[src/rtl/cvf_pkg.sv]
// Shared types, constants and kernel tables for the 3x3 image filter.
package cvf_pkg;

   localparam int MaxWidth   = 4096;
   localparam int MaxHeight  = 4096;
   localparam int ChanW      = 8;
   localparam int NumChan    = 3;
   localparam int ColW       = $clog2(MaxWidth);
   localparam int RowW       = $clog2(MaxHeight) + 1;
   localparam int WidthW     = 13;
   localparam int SumW       = 13;
   localparam int RecipW     = 17;
   localparam int RecipShift = 16;
   localparam int NumTaps    = 9;
   localparam int NumKinds   = 6;

   typedef logic [ChanW-1:0] chan_type;
   typedef chan_type [NumChan-1:0] pix_type;
   typedef logic signed [SumW-1:0] sum_type;

   typedef enum logic [2:0] {
      KIND_SMOOTH,
      KIND_BLUR,
      KIND_SHARPEN,
      KIND_MEAN,
      KIND_EMBOSS,
      KIND_IDENTITY
   } kind_type;

   typedef enum logic [1:0] {
      CSR_FILTER_KIND,
      CSR_IMAGE_WIDTH,
      CSR_COLOR_MODE
   } csr_index_type;

   // taps in window order: top row left to right, then middle, then bottom
   localparam int KernelTaps [0:NumKinds-1][0:NumTaps-1] = '{
      '{ 1,  1,  1,   1,  1,  1,   1,  1,  1},
      '{ 1,  2,  1,   2,  4,  2,   1,  2,  1},
      '{ 0, -2,  0,  -2, 11, -2,   0, -2,  0},
      '{-1, -1, -1,  -1,  9, -1,  -1, -1, -1},
      '{ 0,  1,  0,   0,  0,  0,   0, -1,  0},
      '{ 0,  0,  0,   0,  1,  0,   0,  0,  0}
   };

   // ceil(2^16 / divisor); exact quotient for non-negative sums in range
   localparam logic [RecipW-1:0] KernelRecip [0:NumKinds-1] = '{
      17'd7282, 17'd4096, 17'd21846, 17'd65536, 17'd65536, 17'd65536
   };

   function automatic kind_type to_kind(logic [2:0] raw);
      kind_type k;
      if (raw > 3'(KIND_IDENTITY)) begin
         k = KIND_IDENTITY;
      end else begin
         k = kind_type'(raw);
      end
      return k;
   endfunction

endpackage

[src/rtl/cvf_chan_sum.sv]
// Weighted 3x3 kernel sum for one color channel.
module cvf_chan_sum (
   input  cvf_pkg::kind_type                        kind,
   input  cvf_pkg::chan_type [cvf_pkg::NumTaps-1:0] win,
   output cvf_pkg::sum_type                         sum
);

   always_comb begin
      cvf_pkg::sum_type acc;
      cvf_pkg::sum_type weight;
      cvf_pkg::sum_type sample;
      acc = '0;
      for (int i = 0; i < cvf_pkg::NumTaps; i++) begin
         weight = cvf_pkg::SumW'(cvf_pkg::KernelTaps[kind][i]);
         sample = $signed({{(cvf_pkg::SumW - cvf_pkg::ChanW){1'b0}}, win[i]});
         acc = acc + cvf_pkg::SumW'(weight * sample);
      end
      sum = acc;
   end

endmodule

[config.mk]
export PLATFORM = sky130hd
export DESIGN_NAME = cvf_chan_sum
export DESIGN_NICKNAME = d
export VERILOG_FILES = /design/src/rtl/cvf_pkg.sv /design/src/rtl/cvf_chan_sum.sv
export SDC_FILE = /design/constraint.sdc
export NUM_CORES = 1
export LEC_CHECK = 0
export BUFFER_PORTS_ARGS = -buffer_cell sky130_fd_sc_hd__buf_4
export CORE_ASPECT_RATIO = 2
export CORE_MARGIN = 10
export CORE_UTILIZATION = 53
export DETAILED_ROUTE_END_ITERATION = 10
export MAX_ROUTING_LAYER = met4
export PLACE_DENSITY_LB_ADDON = 0.08
export SETUP_SLACK_MARGIN = 0.4
export SYNTH_ARGS = -nofsm -noshare
export SYNTH_HDL_FRONTEND = slang
export SYNTH_SLANG_ARGS = --single-unit
[constraint.sdc]
create_clock -name vclk -period 12.1
set_input_delay 0.605 -clock vclk [all_inputs]
set_output_delay 0.605 -clock vclk [all_outputs]
set_load 0.03 [all_outputs]
# --- Word-level counts from Yosys, hierarchy flattened ---
# Memories as Yosys holds them, arrays and structs flattened.
# Cells that the tools add are included.
word_totals:
  regBits: 0
  rom_bits: 2304
  input_bits: 75
  word_cells: 22
  mem_count: 1
memory_table:
  columns: ["name", "words", "word_bits", "read_ports", "rd_ports_with_merged_regs", "wr", "line_no", "text"]
  rows:
  - ["(name not given)", 8, 288, 1, 0, 0, "cvf_chan_sum.sv:14", "weight = cvf_pkg::SumW'(cvf_pkg::KernelTaps[kind][i]);"]
classes:
  n_addsub: 8
  n_mul: 9
  magnitude_cmp: 1
  muxes: 2
  n_bitwise: 1
ops:
  columns: ["operator", "count"]
  rows:
  - ["two-way mux 269 bit", 2]
  - ["multiplier 13 x 9 -> 13 bit", 9]
  - ["adder 13 bit", 8]
  - [">= comparator 4 bit (second input constant)", 1]
  - ["inverter 3 -> 4 bit", 1]

# --- Depth between registers and ports, before layout ---
# Gate-level depths: netlist of run 1.
depth:
  word_depth: 13
  mapped_depth: 30
  mapped_depth_nobuf: 29

# --- Worst setup path after synthesis of run 1 ---
# No wires, ideal clock.
synth_path:
  kind: "input-to-output"
  startpoint: "in kind[2]"
  endpoint: "out sum[12]"
  t_arrival_ns: 8.564
  t_required_ns: 11.495
  setup_slack_ns: 2.931
  path_stages: 28
  path_cell_list: "clkbuf_1 -> nor2b_1 -> clkbuf_1 -> nand2_1 -> fa_1 -> inv_1 -> fa_1 -> inv_1 -> fa_1 -> fa_1 -> inv_1 -> fa_1 -> inv_1 -> fa_1 -> fa_1 -> inv_1 -> fa_1 -> fa_1 -> inv_1 -> fa_1 -> inv_1 -> ha_1 -> a21oi_2 -> nor2_1 -> o31a_1 -> o21a_1 -> a31o_2 -> xnor2_1"
synth_via:
  elab_chain_len: 13
  word_cells_on_any_way: 21
  cone_classes: "add/sub: 8; mul: 9; mux: 2; bitwise: 1; memory: 1"
synth_rtl:
  columns: ["element", "line_no", "text"]
  rows:
  - ["start, declared", "cvf_chan_sum.sv:3", "input cvf_pkg::kind_type kind,"]
  - ["inverter 3 -> 4 bit (implied by the code) (*)", "cvf_chan_sum.sv:14", null]
  - ["memory (8 x 288 bit) (*)", null, null]
  - ["two-way mux 269 bit (implied by the code) (*) (2 in a row)", "cvf_chan_sum.sv:14", null]
  - ["multiplier 13 x 9 -> 13 bit", "cvf_chan_sum.sv:16", "acc = acc + cvf_pkg::SumW'(weight * sample);"]
  - ["adder 13 bit (7 in a row)", "cvf_chan_sum.sv:16", null]
  - ["adder 13 bit (*)", "cvf_chan_sum.sv:16", null]
  - ["end, declared", "cvf_chan_sum.sv:5", "output cvf_pkg::sum_type sum"]
# Every way passes the cells marked *; elsewhere a longest branch is shown, timed or not. The select of a mux whose other input is x is not followed.

# --- Final worst setup path of run 1 ---
layout_path:
  startpoint: "in kind[0]"
  endpoint: "out sum[12]"
# Same word-level chain as after synthesis.

==> metrics.md, run 1 <==
| Metric | Value |
|---|---|
| Largest area contributor in the netlist | fa_1 |
| Syn Nets | 1890 |
| Largest cells by area after synthesis | fa_1 (52%), ha_1 (21%), inv_1 (14%) |
| Fin crit share | 82.1% |
| Critical path's slowest cell | nor2b_2 |
| Share of the synthesized area in the top cell type | 52.3% |
| CP Max Fanout | 17 |
| Setup Buffers After CTS | 0 |
| # IOs | 88 |
| Post-Route Setup TNS | 0 ps |
| Vias per inst | 4.89 |
| Cts repair resizes | 0 |
| Global-route wire length before repair | 49.0 mm |
| Layout area overhead | 8.15% |
| Vias in the first global route | 9343 |
| Die H | 238 um |
| Largest net degree at the start of global routing | 34 |
| # fillers | 2130 |
| CP Class | primary input to primary output |
| Most instantiated cells after synthesis | inv_1 (460), fa_1 (328), ha_1 (207) |
| Max frequency | 0.101 GHz |
| Slew Viols, Final | 0 |
| RSZ-0062 raised after global routing | false |
| Slew margin rel. | 35.0% |
| # rows | 79 |
| Routed Antenna Nets | 0 |
| WHS Endpoint | sum[1] |
| WL per Instance | 18.1 um |
| Worst slew pin tran | 970 ps |
| Fin nets | 1973 |
| Final Hold Vio Count | 0 |
| Period minus WS final | 9930 ps |
| ANT cells | 0 |
| Residual DRC | 0 |
| Finished Core Util | 58.2% |
| Die area | 0.0306 mm^2 |
| Clk_buf instances | 0 |
| Post-Syn Area per Cell | 9.80 um^2 |
| Die X | 129 um |
| Input/output buffers | 88 |
| DP HPWL | 28.3 mm |
| Cts hold-fix bufs | 0 |
| DRT iter0 DRCs | 249 |
| Storage element area | 0 um^2 |
| Area of the mapped netlist | 0.0125 mm^2 |
| Seq cells | 0 |
| DR pass1 iterations | 4 |
| Hold Crit Class | primary input to primary output |
| Post-Synthesis Cells | 1280 |
| Most common cell in the netlist | inv_1 |
| Layout cells sized above 1 | 7.42% |
| Max_cap viols | 0 |
| Overall Global Routing Usage | 21.6% |
| Initial core utilization | 53.8% |
| Hold_sp | win[0] |
| Worst path most repeated cell | fa_1 |
| GP Congestion | 0.934 |
| Congestion Overflow GR | 0 |
| CP required | 11490 ps |
| Total wire length | 29.8 mm |
| Post-synthesis cell type count | 21 |
| Core ar. | 0.0233 mm^2 |
| Initial antenna violation count | 0 |
| Startpoint Class | primary input |
| Sequential-to-total area share from yosys stat | 0% |
| Crit path DAT | 9330 ps |
| Status | complete, no violations |
| Total number of yosys warnings | 0 |
| Crit. End Element | primary output |
| Cell depth of the worst hold path | 5 |
| Largest stage delay on the critical path | 770 ps |
| # setup viols final | 0 |
| Vias | 8041 |
## cell families (layout without fill, tap and decap cells)
group           after synthesis  in the layout  synth area share, %
fa+ha+maj                   535            535                 73.0
compound gates               25             25                 1.30
simple gates                202            202                 8.40
mux                           3              3                0.239
buf+inv                     474            555                 14.2
xor+xnor                     41             41                 2.92
## routing by layer
layer | track usage [%] | routed length (um) | up-vias
li1 | - | - | 3758
met1 | 22.0 | 9670 | 4101
met2 | 41.2 | 17800 | 128
met3 | 0.602 | 525 | 54
met4 | 9.84 | 1830 | 0
met5 | - | 0 | -
## worst max path at each step
stage | from | to | slack [ps] | depth (start not counted)
floorplan | kind[2] | sum[12] | 2930 | 28
global placement | kind[0] | sum[12] | 2320 | 30
detailed placement | kind[0] | sum[12] | 2200 | 30
CTS | kind[0] | sum[12] | 2200 | 30
global route | kind[0] | sum[12] | 1820 | 30
finish | kind[0] | sum[12] | 2170 | 30
## critical path: cells and delay by family
kind / cells / cell delay, ps
xor+xnor: 1 / 150
fa+ha+maj: 12 / 5520
buf+inv: 10 / 1080
simple gates: 3 / 1010
compound gates: 4 / 920
## stage by stage
stage          setup WS [ps]  std cells  cell area, um^2  hold WS (ps)
2_1_floorplan           2930       1280            12500          1710
3_3_place_gp            2320       1644            13600          1950
3_5_place_dp            2200       1644            13600          1970
4_1_cts                 2200       1644            13600          1980
5_1_grt                 1820       1644            13600          2000
6_report                2170       1644            13600          1960
## final cells by class
type	instances	area, um^2	area share, %
Inverter	460	1730	12.7
Multi-Input combinational cell	806	10800	79.4
Tap cell	283	354	2.61
Timing Repair Buffer	95	713	5.26
## cell usage in the layout (no fill, tap or decap), types with 3 or more instances in the layout
| master | Yosys | layout |
|---|---|---|
| fa_1 | 328 | 328 |
| mux2i_1 | 3 | 3 |
| and2_1 | 115 | 115 |
| inv_1 | 460 | 460 |
| nand2_1 | 77 | 77 |
| buf_4 | 0 | 95 |
| xnor2_1 | 36 | 36 |
| nor2_1 | 7 | 5 |
| a21oi_1 | 10 | 10 |
| xor2_1 | 4 | 4 |
| ha_1 | 207 | 207 |
| a21o_1 | 7 | 7 |
Power of run 1 is left out: the tool's default activity adds up to more than one toggle a clock period on the data nets, which glitch-free logic cannot reach.
==> run 2, diff against run 1 <==
- clock period: 12.1 -> 9.1 ns (I/O delays scaled with it)
==> run 2 against run 1 <==
  * Via count rose by 2.5%
  * First-iteration DRC count rose by 9.2%
  * Non-clock buffer count rose by 22
  * Cell count rose by 1.4%
  * Utilization rose by 1.6 points
  * Clock-buffer cell count did not move
  * Wire length rose by 2.9%
  * Final area rose by 2.8%
  * Sequential share of layout area did not move
  * Hold slack got worse by 330 ps
==> metrics.md, run 2 (synthesis gave the netlist of run 1 again) <==
| Metric | Value |
|---|---|
| Status | complete, no violations (unchanged) |
| Clk_buf instances | 0 (unchanged) |
| CP Class | primary input to primary output (unchanged) |
| Layout cells sized above 1 | 11.5% (was 7.42%) |
| Post-Route Setup TNS | 0 ps (unchanged) |
| Initial core utilization | 53.8% (unchanged) |
| # rows | 79 (unchanged) |
| Congestion Overflow GR | 0 (unchanged) |
| Total wire length | 30.6 mm (was 29.8 mm) |
| Slew Viols, Final | 0 (unchanged) |
| CP Max Fanout | 16 (was 17) |
| # setup viols final | 0 (unchanged) |
| DP HPWL | 28.7 mm (was 28.3 mm) |
| Routed Antenna Nets | 0 (unchanged) |
| Input/output buffers | 88 (unchanged) |
| Max_cap viols | 0 (unchanged) |
| Max frequency | 0.116 GHz |
| Commonest non-fill, non-tap cells in the layout | inv_1 (455), fa_1 (315), ha_1 (204) (was inv_1 (460), fa_1 (328), ha_1 (207)) |
| WL per Instance | 18.4 um (was 18.1 um) |
| Period minus WS final | 8590 ps |
| # IOs | 88 (unchanged) |
| Slew margin rel. | 62.8% (was 35.0%) |
| Crit. Startpoint | kind[0] (unchanged) |
| Fin nets | 1996 (was 1973) |
| Final Hold Vio Count | 0 (unchanged) |
| Largest net degree at the start of global routing | 25 (was 34) |
| Finished Core Util | 59.8% (was 58.2%) |
| Cts hold-fix bufs | 0 (unchanged) |
| Storage element area | 0 um^2 (unchanged) |
| CP required | 8650 ps (was 11490 ps) |
| Crit. End Element | primary output (unchanged) |
| Worst path most repeated cell | fa_1 (unchanged) |
| Critical path's slowest cell | fa_2 (was nor2b_2) |
| GP Congestion | 0.902 (was 0.934) |
| Initial antenna violation count | 0 (unchanged) |
| Hold Crit Class | primary input to primary output (unchanged) |
| Overall Global Routing Usage | 21.7% (was 21.6%) |
| Most common cell after layout, fill and taps aside | inv_1 (unchanged) |
| Crit path DAT | 8140 ps (was 9330 ps) |
| ANT cells | 0 (unchanged) |
| Met3 wire length | 647 um (was 525 um) |
| Layout area overhead | 11.2% (was 8.15%) |
| Vias per inst | 4.94 (was 4.89) |
| Seq cells | 0 (unchanged) |
| Largest stage delay on the critical path | 610 ps (was 770 ps) |
| Vias | 8240 (was 8041) |
| Residual DRC | 0 (unchanged) |
| Uppermost layer routed | met4 (unchanged) |
| Hold_sp | win[0] (unchanged) |
| DRT iter0 DRCs | 272 (was 249) |
| Worst slew pin tran | 557 ps (was 970 ps) |
| Core ar. | 0.0233 mm^2 (unchanged) |
| Die H | 238 um (unchanged) |
| Die area | 0.0306 mm^2 (unchanged) |
| RSZ-0062 raised after global routing | true (was false) |
| Met2 routed WL | 18.6 mm (was 17.8 mm) |
| DR pass1 iterations | 4 (unchanged) |
| Fin crit share | 94.4% |
| M1 wire length | 9.68 mm (was 9.67 mm) |
| Vias in the first global route | 9669 (was 9343) |
| Global-route wire length before repair | 49.6 mm (was 49.0 mm) |
| Startpoint Class | primary input (unchanged) |
| Die X | 129 um (unchanged) |
[run 2: changes by cell type in the layout (fill, tap and decap cells not counted), moves of 4 or more]
| cell | previous run | this run |
|---|---|---|
| buf_4 | 95 | 109 |
| buf_6 | 0 | 4 |
| fa_1 | 328 | 315 |
| fa_2 | 0 | 13 |
| inv_1 | 460 | 455 |
| inv_2 | 0 | 5 |
| nand2_1 | 77 | 72 |
| nand2_2 | 0 | 5 |
[run 2: path summary, 6_finish.rpt]
path,cells past startpoint,to
max,26,sum[12]
min,5,sum[1]
[run 2: timing repair]
action,in CTS,in global routing
pin swaps,9,29
setup buffers,6,5
hold endpoints to repair,0,0
setup endpoints to repair,4,4
resized for setup,11,36
cloned,1,1
[run 2: area by class of cell]
cell class / instances / area [um^2]
multi-input combinational: 807 / 10900
timing repair buffer: 117 / 951
inverter: 460 / 1730
tap: 283 / 354
fill: 2074 / 9370
[run 2: metal layers]
metal  vias up  global-route usage, %
met5         -                      -
met3        54                  0.802
met1      4224                   21.3
met2       150                   42.9
met4         0                   8.66
li1       3812                      -
[run 2: metrics by stage]
step                      hold slack [ps]  worst slack (ps)  cell area [um^2]  instances
after global routing                 1670               285             14000       1667
after detailed placement             1630              78.4             13700       1654
after CTS                            1620               406             13800       1661
final                                1630               510             14000       1667
after floorplan                      1410               402             12600       1280
after global placement               1630               172             13700       1654
[run 2: worst max-delay path, delay by kind of cell]
| kind | cells | cell delay (ps) |
|---|---|---|
| xor+xnor | 1 | 170 |
| fa+ha+maj | 12 | 5610 |
| compound gates | 4 | 810 |
| simple gates | 2 | 370 |
| buf+inv | 7 | 720 |
Power of run 2 is left out for the same reason.
==> run 3, diff against run 2 <==
- GPL_TIMING_DRIVEN: default -> 0
==> run 3 against run 2 <==
  * Global-route usage grew 1.3 points
  * Highest routed layer unchanged
  * Sequential share of layout area stayed put
  * Hold slack improved by 17 ps
  * Utilization is 1.9 points higher
  * Critical path type unchanged
  * Final area increased by 3.2%
  * Non-clock buffer count is 25 higher
  * Via count rose by 0.89%
  * Flip-flop and latch count stayed put
  * Critical path depth is the same
  * Maximum frequency is 0.48% lower
  * First-iteration DRC count rose by 12%
  * Critical endpoint unchanged
  * Die area stayed put
==> metrics.md, run 3 (synthesis gave the netlist of run 1 again) <==
| Metric | Value |
|---|---|
| Hold Crit Class | primary input to primary output (unchanged) |
| Commonest non-fill, non-tap cells in the layout | inv_1 (445), fa_1 (305), ha_1 (199) (was inv_1 (455), fa_1 (315), ha_1 (204)) |
| ANT cells | 0 (unchanged) |
| DRT iter0 DRCs | 305 (was 272) |
| Slew Viols, Final | 0 (unchanged) |
| Max frequency | 0.116 GHz (about the same) |
| Cts hold-fix bufs | 0 (unchanged) |
| Vias in the first global route | 9737 (was 9669) |
| Congestion Overflow GR | 0 (unchanged) |
| DP HPWL | 29.0 mm (was 28.7 mm) |
| Core ar. | 0.0233 mm^2 (unchanged) |
| RSZ-0062 raised after global routing | true (unchanged) |
| Layout cells sized above 1 | 15.3% (was 11.5%) |
| DR pass1 iterations | 6 (was 4) |
| Worst slew pin tran | 614 ps (was 557 ps) |
| # IOs | 88 (unchanged) |
| WL per Instance | 18.9 um (was 18.4 um) |
| Crit. End Element | primary output (unchanged) |
| Fin crit share | 94.9% (was 94.4%) |
| Initial antenna violation count | 0 (unchanged) |
| CP Max Fanout | 10 (was 16) |
| Die area | 0.0306 mm^2 (unchanged) |
| Period minus WS final | 8630 ps (was 8590 ps) |
| Vias per inst | 4.92 (was 4.94) |
| Seq cells | 0 (unchanged) |
| CP Class | primary input to primary output (unchanged) |
| Largest net degree at the start of global routing | 11 (was 25) |
| Die H | 238 um (unchanged) |
| Layout area overhead | 14.8% (was 11.2%) |
| Global-route wire length before repair | 51.8 mm (was 49.6 mm) |
| Crit path DAT | 8180 ps (was 8140 ps) |
| Input/output buffers | 88 (unchanged) |
| Vias | 8313 (was 8240) |
| Overall Global Routing Usage | 23.1% (was 21.7%) |
| Max_cap viols | 0 (unchanged) |
| Routed Antenna Nets | 0 (unchanged) |
| Storage element area | 0 um^2 (unchanged) |
| # fillers | 2104 (was 2074) |
| CP required | 8650 ps (about the same) |
| # rows | 79 (unchanged) |
| GP Congestion | 0.942 (was 0.902) |
| Die X | 129 um (unchanged) |
| Post-Layout Cell Count | 1691 (was 1667) |
| Slew margin rel. | 57.9% (was 62.8%) |
| Most common cell after layout, fill and taps aside | inv_1 (unchanged) |
| Fin nets | 2020 (was 1996) |
| Post-Route Setup TNS | 0 ps (unchanged) |
| Startpoint Class | primary input (unchanged) |
| # setup viols final | 0 (unchanged) |
| # placed instances | 1651 (was 1654) |
| Residual DRC | 0 (unchanged) |
| Final Hold Vio Count | 0 (unchanged) |
| Total wire length | 32.0 mm (was 30.6 mm) |
| Initial core utilization | 53.8% (unchanged) |
| Clk_buf instances | 0 (unchanged) |
| Status | complete, no violations (unchanged) |
run 3: cell types whose count changed in the layout (fill, tap and decap cells not counted), moves of 4 or more:
cell and delta:
inv_1 -10, ha_1 -5, and2_1 -4, clkbuf_16 +5, clkbuf_8 +4, ha_4 +4
fa_2 +10, buf_4 +12, fa_1 -10, and2_4 +5, inv_2 +10
run 3: routing by layer:
| layer | track usage (%) | part of all wire, % | wire, um | vias up |
|---|---|---|---|---|
| li1 | - | - | - | 3863 |
| met1 | 23.0 | 32 | 10100 | 4183 |
| met2 | 43.5 | 58 | 18700 | 183 |
| met3 | 1.07 | 2.8 | 911 | 84 |
| met4 | 12.6 | 7.3 | 2340 | 0 |
| met5 | - | 0 | 0 | - |
run 3: worst max-delay path: stages:
cell       delay [ps]
buf_6             110
clkbuf_16         150
nor2_4            260
buf_8             200
and2_1            200
fa_2              520
inv_1             140
fa_2              520
fa_2              620
inv_1              70
fa_1              480
inv_1              60
fa_1              500
fa_1              540
fa_1              610
fa_1              440
fa_1              460
fa_1              400
xnor2_1           190
xnor2_1           160
xnor2_1           100
xnor2_1           260
xnor2_2           130
xnor2_2           280
xnor2_4           170
buf_6             160
run 3: final timing paths:
| path | start | to | depth (start not counted) | slack [ps] |
|---|---|---|---|---|
| worst max-delay path | kind[2] | sum[12] | 26 | 470 |
| worst min-delay path | win[0] | sum[1] | 5 | 1640 |
run 3: cell type report:
class	count	area (um^2)	area share, %
multi-input cells	806	11100	76.9
repair buffers	128	1010	7.04
inverters	460	1730	12.0
plain buffers	14	228	1.58
well taps	283	354	2.46
run 3: metrics by stage:
stage | util [%] | hold WS (ps) | cell area, um^2 | worst slack [ps]
final | 61.7 | 1640 | 14400 | 468
after global routing | 61.7 | 1680 | 14400 | 265
after CTS | 61.2 | 1650 | 14300 | 325
after detailed placement | 58.2 | 1630 | 13600 | -1370
after global placement | 58.2 | 1640 | 13600 | -1290
after floorplan | - | 1410 | 12600 | 402
run 3: timing repair:
| item | CTS | global route |
|---|---|---|
| cloned | 0 | 0 |
| pin swaps | 37 | 43 |
| buffers inserted | 34 | 6 |
| gates resized for setup | 111 | 30 |
| endpoints found under the setup margin | 9 | 4 |
Power of run 3 is left out for the same reason.
